<file path="src/hw/rtl/mpfbc_pkg.sv">
`default_nettype none
package mpfbc_pkg;

  localparam int SHARES = 32;
  localparam int STEPS = 16;
  localparam int FEISTEL_ROUNDS = 4;
  localparam int SIW = $clog2(SHARES);
  localparam int SW = $clog2(STEPS + 1);
  localparam int RW = (FEISTEL_ROUNDS > 1) ? $clog2(FEISTEL_ROUNDS) : 1;

  localparam logic [31:0] PMASK = 32'h7FFF_FFFF;
  localparam logic [31:0] MASK_RAND = 32'h618d_de64;
  localparam logic [63:0] PI_INIT = 64'hC90F_DAA2_2168_C234;

  localparam logic [1:0] CMD_TEXT = 2'd0;
  localparam logic [1:0] CMD_KEY = 2'd1;
  localparam logic [1:0] CMD_TWEAK = 2'd2;
  localparam logic [1:0] CMD_RUN = 2'd3;

  localparam logic [3:0] OP_NONE = 4'd0;
  localparam logic [3:0] OP_LOAD = 4'd1;
  localparam logic [3:0] OP_TWK_INIT = 4'd2;
  localparam logic [3:0] OP_TWK_ITER = 4'd3;
  localparam logic [3:0] OP_COPY = 4'd4;
  localparam logic [3:0] OP_TKY = 4'd5;
  localparam logic [3:0] OP_RC = 4'd6;
  localparam logic [3:0] OP_PREP = 4'd7;
  localparam logic [3:0] OP_SQ_INIT = 4'd8;
  localparam logic [3:0] OP_SQ_MUL = 4'd9;
  localparam logic [3:0] OP_SQ_ACC = 4'd10;
  localparam logic [3:0] OP_SQ_FMUL = 4'd11;
  localparam logic [3:0] OP_SQ_FIN = 4'd12;
  localparam logic [3:0] OP_MIX1 = 4'd13;
  localparam logic [3:0] OP_MIX2 = 4'd14;
  localparam logic [3:0] OP_OUT = 4'd15;

  typedef struct packed {
    logic [1:0] cmd;
    logic [4:0] share_index;
    logic [31:0] lane0_word;
    logic [31:0] lane1_word;
    logic [31:0] lane2_word;
    logic [31:0] lane3_word;
  } in_item_t;

  typedef struct packed {
    logic [4:0] out_share_index;
    logic [31:0] out_lane0;
    logic [31:0] out_lane1;
    logic [31:0] out_lane2;
    logic [31:0] out_lane3;
    logic out_last;
  } out_item_t;

  typedef struct packed {
    logic [3:0] op;
    logic [SIW-1:0] i;
    logic [SIW-1:0] j;
    logic [SW-1:0] row;
    logic sel;
    logic inv;
    logic last_k;
  } dp_cmd_t;

  function automatic logic [31:0] madd(input logic [31:0] a, input logic [31:0] b);
    logic [31:0] s;
    s = a + b;
    return {1'b0, s[30:0]} + {31'b0, s[31]};
  endfunction

  function automatic logic [31:0] msub(input logic [31:0] a, input logic [31:0] b);
    logic [31:0] x;
    x = a - b;
    return {1'b0, x[30:0]} - {31'b0, x[31]};
  endfunction

  function automatic logic [31:0] rot_left(input logic [31:0] a);
    logic [31:0] s;
    s = {a[30:0], 1'b0} + {30'b0, a[31:30]};
    return s & PMASK;
  endfunction

  function automatic logic [31:0] psi(input logic [31:0] a);
    return a ^ {1'b0, a[31:1]} ^ {1'b0, PMASK[31:1]};
  endfunction

  function automatic logic [31:0] fold2(input logic [63:0] x);
    logic [33:0] y;
    logic [33:0] z;
    y = {3'b0, x[30:0]} + {1'b0, x[63:31]};
    z = {3'b0, y[30:0]} + {31'b0, y[33:31]};
    return z[31:0];
  endfunction

endpackage
`default_nettype wire

</file>
<file path="src/hw/rtl/mpfbc_ctrl.sv">
`default_nettype none
module mpfbc_ctrl (
  input  wire logic              clk,
  input  wire logic              rst_n,
  input  wire logic              cfg_we,
  input  wire logic              cfg_wdata,
  input  wire logic              in_valid,
  input  wire logic [1:0]        in_cmd,
  output logic                   in_stall,
  output logic                   out_valid,
  input  wire logic              out_stall,
  output mpfbc_pkg::dp_cmd_t     dp_cmd
);
  import mpfbc_pkg::*;

  localparam logic [3:0] S_IDLE = 4'd0;
  localparam logic [3:0] S_TWI = 4'd1;
  localparam logic [3:0] S_TWK = 4'd2;
  localparam logic [3:0] S_COPY = 4'd3;
  localparam logic [3:0] S_TKY = 4'd4;
  localparam logic [3:0] S_RCS = 4'd5;
  localparam logic [3:0] S_PREP = 4'd6;
  localparam logic [3:0] S_SQI = 4'd7;
  localparam logic [3:0] S_SQM = 4'd8;
  localparam logic [3:0] S_SQA = 4'd9;
  localparam logic [3:0] S_SQF = 4'd10;
  localparam logic [3:0] S_SQN = 4'd11;
  localparam logic [3:0] S_MIX1 = 4'd12;
  localparam logic [3:0] S_MIX2 = 4'd13;
  localparam logic [3:0] S_OUT = 4'd14;
  localparam logic [3:0] S_DRAIN = 4'd15;

  localparam logic [SIW-1:0] ILAST = SIW'(SHARES - 1);

  logic [3:0] state_r, state_nxt;
  logic [SIW-1:0] i_r, i_nxt, j_r, j_nxt;
  logic [SW-1:0] s_r, s_nxt;
  logic [RW-1:0] rnd_r, rnd_nxt;
  logic [1:0] k_r, k_nxt;
  logic sel_r, sel_nxt;
  logic dir_r;
  logic ov_r, ov_nxt;

  assign in_stall = (state_r != S_IDLE);
  assign out_valid = ov_r;

  always_ff @(posedge clk) begin
    if (!rst_n) begin
      state_r <= S_IDLE;
      i_r <= '0;
      j_r <= '0;
      s_r <= '0;
      rnd_r <= '0;
      k_r <= '0;
      sel_r <= 1'b0;
      dir_r <= 1'b0;
      ov_r <= 1'b0;
    end else begin
      state_r <= state_nxt;
      i_r <= i_nxt;
      j_r <= j_nxt;
      s_r <= s_nxt;
      rnd_r <= rnd_nxt;
      k_r <= k_nxt;
      sel_r <= sel_nxt;
      ov_r <= ov_nxt;
      if (cfg_we) begin
        dir_r <= cfg_wdata;
      end
    end
  end

  always_comb begin
    state_nxt = state_r;
    i_nxt = i_r;
    j_nxt = j_r;
    s_nxt = s_r;
    rnd_nxt = rnd_r;
    k_nxt = k_r;
    sel_nxt = sel_r;
    ov_nxt = ov_r;
    dp_cmd.op = OP_NONE;
    dp_cmd.i = i_r;
    dp_cmd.j = j_r;
    dp_cmd.row = dir_r ? SW'(STEPS) - s_r : s_r;
    dp_cmd.sel = sel_r;
    dp_cmd.inv = dir_r;
    dp_cmd.last_k = (k_r == 2'd3);
    unique case (state_r)
      S_IDLE: begin
        if (in_valid) begin
          if (in_cmd == CMD_RUN) begin
            state_nxt = S_TWI;
          end else begin
            dp_cmd.op = OP_LOAD;
          end
        end
      end
      S_TWI: begin
        dp_cmd.op = OP_TWK_INIT;
        s_nxt = '0;
        k_nxt = '0;
        state_nxt = S_TWK;
      end
      S_TWK: begin
        dp_cmd.op = OP_TWK_ITER;
        dp_cmd.row = s_r + SW'(1);
        if (k_r == 2'd3) begin
          k_nxt = '0;
          if (s_r == SW'(STEPS - 1)) begin
            s_nxt = '0;
            i_nxt = '0;
            state_nxt = S_COPY;
          end else begin
            s_nxt = s_r + SW'(1);
          end
        end else begin
          k_nxt = k_r + 2'd1;
        end
      end
      S_COPY: begin
        dp_cmd.op = OP_COPY;
        if (i_r == ILAST) begin
          i_nxt = '0;
          state_nxt = S_TKY;
        end else begin
          i_nxt = i_r + SIW'(1);
        end
      end
      S_TKY: begin
        dp_cmd.op = OP_TKY;
        if (i_r == ILAST) begin
          i_nxt = '0;
          rnd_nxt = '0;
          state_nxt = (s_r == SW'(STEPS)) ? S_OUT : S_RCS;
        end else begin
          i_nxt = i_r + SIW'(1);
        end
      end
      S_RCS: begin
        dp_cmd.op = OP_RC;
        i_nxt = '0;
        state_nxt = S_PREP;
      end
      S_PREP: begin
        dp_cmd.op = OP_PREP;
        if (i_r == ILAST) begin
          i_nxt = '0;
          sel_nxt = 1'b0;
          state_nxt = S_SQI;
        end else begin
          i_nxt = i_r + SIW'(1);
        end
      end
      S_SQI: begin
        dp_cmd.op = OP_SQ_INIT;
        if (i_r == ILAST) begin
          state_nxt = S_SQF;
        end else begin
          j_nxt = i_r + SIW'(1);
          state_nxt = S_SQM;
        end
      end
      S_SQM: begin
        dp_cmd.op = OP_SQ_MUL;
        state_nxt = S_SQA;
      end
      S_SQA: begin
        dp_cmd.op = OP_SQ_ACC;
        if (j_r == ILAST) begin
          state_nxt = S_SQF;
        end else begin
          j_nxt = j_r + SIW'(1);
          state_nxt = S_SQM;
        end
      end
      S_SQF: begin
        dp_cmd.op = OP_SQ_FMUL;
        state_nxt = S_SQN;
      end
      S_SQN: begin
        dp_cmd.op = OP_SQ_FIN;
        if (i_r == ILAST) begin
          i_nxt = '0;
          state_nxt = sel_r ? S_MIX2 : S_MIX1;
        end else begin
          i_nxt = i_r + SIW'(1);
          state_nxt = S_SQI;
        end
      end
      S_MIX1: begin
        dp_cmd.op = OP_MIX1;
        if (i_r == ILAST) begin
          i_nxt = '0;
          sel_nxt = 1'b1;
          state_nxt = S_SQI;
        end else begin
          i_nxt = i_r + SIW'(1);
        end
      end
      S_MIX2: begin
        dp_cmd.op = OP_MIX2;
        if (i_r == ILAST) begin
          i_nxt = '0;
          if (rnd_r == RW'(FEISTEL_ROUNDS - 1)) begin
            s_nxt = s_r + SW'(1);
            state_nxt = S_TKY;
          end else begin
            rnd_nxt = rnd_r + RW'(1);
            state_nxt = S_RCS;
          end
        end else begin
          i_nxt = i_r + SIW'(1);
        end
      end
      S_OUT: begin
        if (!ov_r || !out_stall) begin
          dp_cmd.op = OP_OUT;
          ov_nxt = 1'b1;
          if (i_r == ILAST) begin
            i_nxt = '0;
            state_nxt = S_DRAIN;
          end else begin
            i_nxt = i_r + SIW'(1);
          end
        end
      end
      S_DRAIN: begin
        if (!out_stall) begin
          ov_nxt = 1'b0;
          state_nxt = S_IDLE;
        end
      end
      default: begin
        state_nxt = S_IDLE;
      end
    endcase
  end

endmodule
`default_nettype wire

</file>
<file path="config.mk">
export PLATFORM = sky130hd
export DESIGN_NAME = mpfbc_ctrl
export DESIGN_NICKNAME = d
export VERILOG_FILES = /design/src/hw/rtl/mpfbc_pkg.sv /design/src/hw/rtl/mpfbc_ctrl.sv
export SDC_FILE = /design/constraint.sdc
export NUM_CORES = 1
export LEC_CHECK = 0
export ABC_AREA = 0
export BUFFER_PORTS_ARGS = -buffer_cell sky130_fd_sc_hd__buf_2
export CAP_MARGIN = 10
export CORE_MARGIN = 10
export CORE_UTILIZATION = 30
export CTS_CLUSTER_DIAMETER = 100
export DETAILED_ROUTE_END_ITERATION = 8
export PLACE_DENSITY = 0.57
export SYNTH_ARGS = -nofsm -noshare
export SYNTH_HDL_FRONTEND = slang
export SYNTH_SLANG_ARGS = --single-unit
</file>
<file path="constraint.sdc">
create_clock -name clk -period 6.68 [get_ports clk]
set_clock_uncertainty 0.15 [all_clocks]
set_input_delay 1.336 -clock clk [delete_from_list [all_inputs] [get_ports clk]]
set_output_delay 1.336 -clock clk [all_outputs]
set_load 0.01 [all_outputs]
</file>
==> flow_metrics.tcl <==
set metrics [dict create \
    finalHoldViolCount 0 \
    grt_first_pass_wirelength_mm 8.96 \
    synthArstFlopShare_pct 0 \
    status "complete, no violations" \
    die_w_um 102 \
    multiInputGateArea_mm2 0.00136 \
    hold_depth 2 \
    holdCritPathClass "register to register" \
    critical_path_class "register to output port" \
    vias_per_cell 5.42 \
    synth_seq_area_share_pct 25.8 \
    drt_wl_total_mm 5.25 \
    detail_route.first_pass.iterations 4 \
    power.internal_uw 243 \
    ff2ff_path_depth 7 \
    clock_path_buffers 2 \
    globalplace.congestion 0.826 \
    cts.repair.resized 0 \
    diodes 0 \
    setup_violations 0 \
    drive_above_1_share_pct 15.9 \
    grt_pass1_vias 1845 \
    track_usage_pct 10.3 \
    ys_ff_latch 26 \
    synth_area_leaders "dfxtp_1 26%, ha_1 7.4%, o21ai_0 6.5%, nand2_1 6.0%, nor2_1 3.5%" \
    core_area_mm2 0.00642 \
    dp_slack_ns 2.96 \
    post_cts.repair.setup_buffers 0 \
    drc 0 \
    power_density_mw_per_mm2 167 \
    yosysTopAreaCellShare_pct 25.8 \
    final_area_mm2 0.00222 \
    yosysTopAreaCell "dfxtp_1" \
    report.final.slew_viol_count 0 \
    clockPowerShare_pct 25.4 \
    synth_cells 267 \
    clock-sinks 26 \
    setup_slack_ns 2.64 \
    cts-buffers-inserted 3 \
    worst_setup_hold_path_clk_slew_ns 0.10 \
    syn_avg_cell_area_um2 7.55 \
    critPathCaptureType "output port" \
    ys_warn_count 0 \
    cts_root_buf "clkbuf_8" \
    start_util_pct 31.4 \
    cts_tree "yes" \
    area_delta_synth_final_pct 10.1 \
    worstPathRequired_ns 5.19 \
    p_switching_uw 128 \
    critPathArrivalTime_ns 2.55 \
    fmax_ghz 0.248 \
    fin_nets 305 \
    ff_latch_area_um2 520 \
    h-tree-depth 1 \
    swShare_pct 34.6 \
    vias 1950 \
    yosysUniqueCellTypes 55 \
    rsz0062_at_grt "false" \
    power.leakage_nw 0.893 \
    finalCritPeriodShare_pct 60.5 \
    fillCellCount 657 \
    cp_max_fo 27 \
    drtIter0Drc 147 \
    grt_antenna_before_repair 0 \
    pwr-share-comb_pct 26.3 \
    ctsHoldBuffers 0 \
    fin_tns_setup_ns 0 \
    routedWlPerCell_um 14.6 \
    total_power_uw 371 \
    dpl.hpwl_mm 3.83 \
    clk_latency_ns 0.28 \
    grt_overflow_total 0 \
    yosys_most_used_dff "dfxtp_1" \
    cap_violations 0 \
    max_slew_margin_pct 38.4 \
    rows 29 \
    syn_area_mm2 0.00202 \
    cp-start-kind "register" \
    syn-num-nets 287 \
    ir_drop_mv 0.0630 \
    die-area_mm2 0.0104 \
    fin_crit_ns 4.04 \
    grt_max_degree 33 \
    seqPwrFrac_pct 48.3 \
    placed_cell_area_mm2 0.00218 \
    holdWs_ns 0.376 \
    ant_nets 0 \
    synth_enable_flop_cells 0 \
    io_pins 32 \
    numPortBuffers 31 \
    worstMarginPinSlew_ns 0.922 \
    die_h_um 102 \
]
-- power groups by stage --
stage / combinational, mW / sequential (mW) / clock [mW]
floorplan: 0.0862 / 0.168 / 0
global placement: 0.0972 / 0.183 / 0
detailed placement: 0.0976 / 0.183 / 0
CTS: 0.0984 / 0.179 / 0.0987
global route: 0.108 / 0.182 / 0.104
finish: 0.0974 / 0.179 / 0.0944
-- cells in the mapped netlist, types with 2 or more instances --
| master | instances |
|---|---|
| a21oi_1 | 13 |
| a211oi_1 | 2 |
| clkbuf_1 | 9 |
| inv_1 | 13 |
| nor3b_1 | 2 |
| or4b_1 | 2 |
| a32oi_1 | 2 |
| dfxtp_1 | 26 |
| o21ai_0 | 26 |
| mux2i_1 | 5 |
| a311oi_1 | 2 |
| xnor2_1 | 4 |
| nand3_1 | 14 |
| nand2b_1 | 7 |
| nand3b_1 | 3 |
| o21ai_2 | 2 |
| nand2_1 | 32 |
| or4_1 | 2 |
| o22ai_1 | 3 |
| a21boi_0 | 2 |
| a22oi_1 | 3 |
| nand4_1 | 2 |
| and2_1 | 4 |
| buf_2 | 5 |
| and3_1 | 4 |
| buf_4 | 2 |
| nor2b_1 | 7 |
| a21boi_1 | 2 |
| ha_1 | 12 |
| nor2_1 | 19 |
| o31ai_1 | 3 |
| o211a_1 | 2 |
| o211ai_1 | 6 |
| a31oi_1 | 4 |
-- stage by stage --
stage	utilization (%)	instances
CTS	34.6	360
detailed placement	33.9	357
finish	34.6	360
global route	34.6	360
floorplan	-	267
global placement	33.9	357
-- sequential cells by signal, summed over array words and instances (netlist names) --
register   cells
i_r            5
s_r            5
sel_r          1
out_valid      1
j_r            5
rnd_r          2
dir_r          1
state_r        4
k_r            2
-- layer usage --
layer	wire length, um	vias up	global-route usage, %
li1	-	992	-
met3	180	7	2.09
met1	2450	926	12.9
met2	2530	25	17.2
met4	89	0	3.80
met5	0	-	0
-- cell families after synthesis --
family | share of synthesized area, %
AOI/OAI and AO/OA | 28.0
and+or+nand+nor | 27.2
adders and majority gates | 7.44
DFF | 25.8
buffers and inverters | 6.82
muxes | 2.48
xor gates and xnor gates | 2.17
-- worst max-delay path: stages, from the launching register on --
cell and delay (ns):
dfxtp_1 0.85, or4b_1 0.71, nand2_1 0.16, o21ai_0 0.09, a21oi_1 0.19, xnor2_1 0.13
buf_2 0.14
-- worst paths after layout --
| kind | startpoint | to | slack, ns |
|---|---|---|---|
| max | state_r[1]$_SDFFE_PN0P_ | dp_cmd[6] | 2.64 |
| min reg2reg | rnd_r[1]$_SDFFE_PN0P_ | rnd_r[1]$_SDFFE_PN0P_ | 0.38 |
| min | rnd_r[1]$_SDFFE_PN0P_ | rnd_r[1]$_SDFFE_PN0P_ | 0.38 |
| max reg2reg | i_r[0]$_SDFFE_PN0P_ | state_r[3]$_SDFFE_PN0P_ | 4.07 |
-- layout by cell type, fill, tap and decap left out, drive strengths merged, types with 2 or more instances in the layout --
cell / instances
a211oi: 3
a21boi: 5
a21oi: 15
a22oi: 3
a311oi: 2
a31oi: 4
a32oi: 2
and2: 4
and3: 4
buf: 31
clkbuf: 3
dfxtp: 26
ha: 12
inv: 13
mux2i: 5
nand2: 33
nand2b: 7
nand3: 14
nand3b: 3
nand4: 2
nor2: 19
nor2b: 7
nor3b: 2
o211a: 2
o211ai: 6
o21ai: 28
o22ai: 4
o31ai: 3
or4: 2
or4b: 2
xnor2: 4
-- final cells by class --
class	count	area share, %
Multi-Input combinational cell	210	61.2
Sequential cell	26	23.4
Timing Repair Buffer	31	6.99
Tap cell	77	4.34
Inverter	13	2.20
Clock buffer	3	1.86
(Power assumes the default switching activity.)
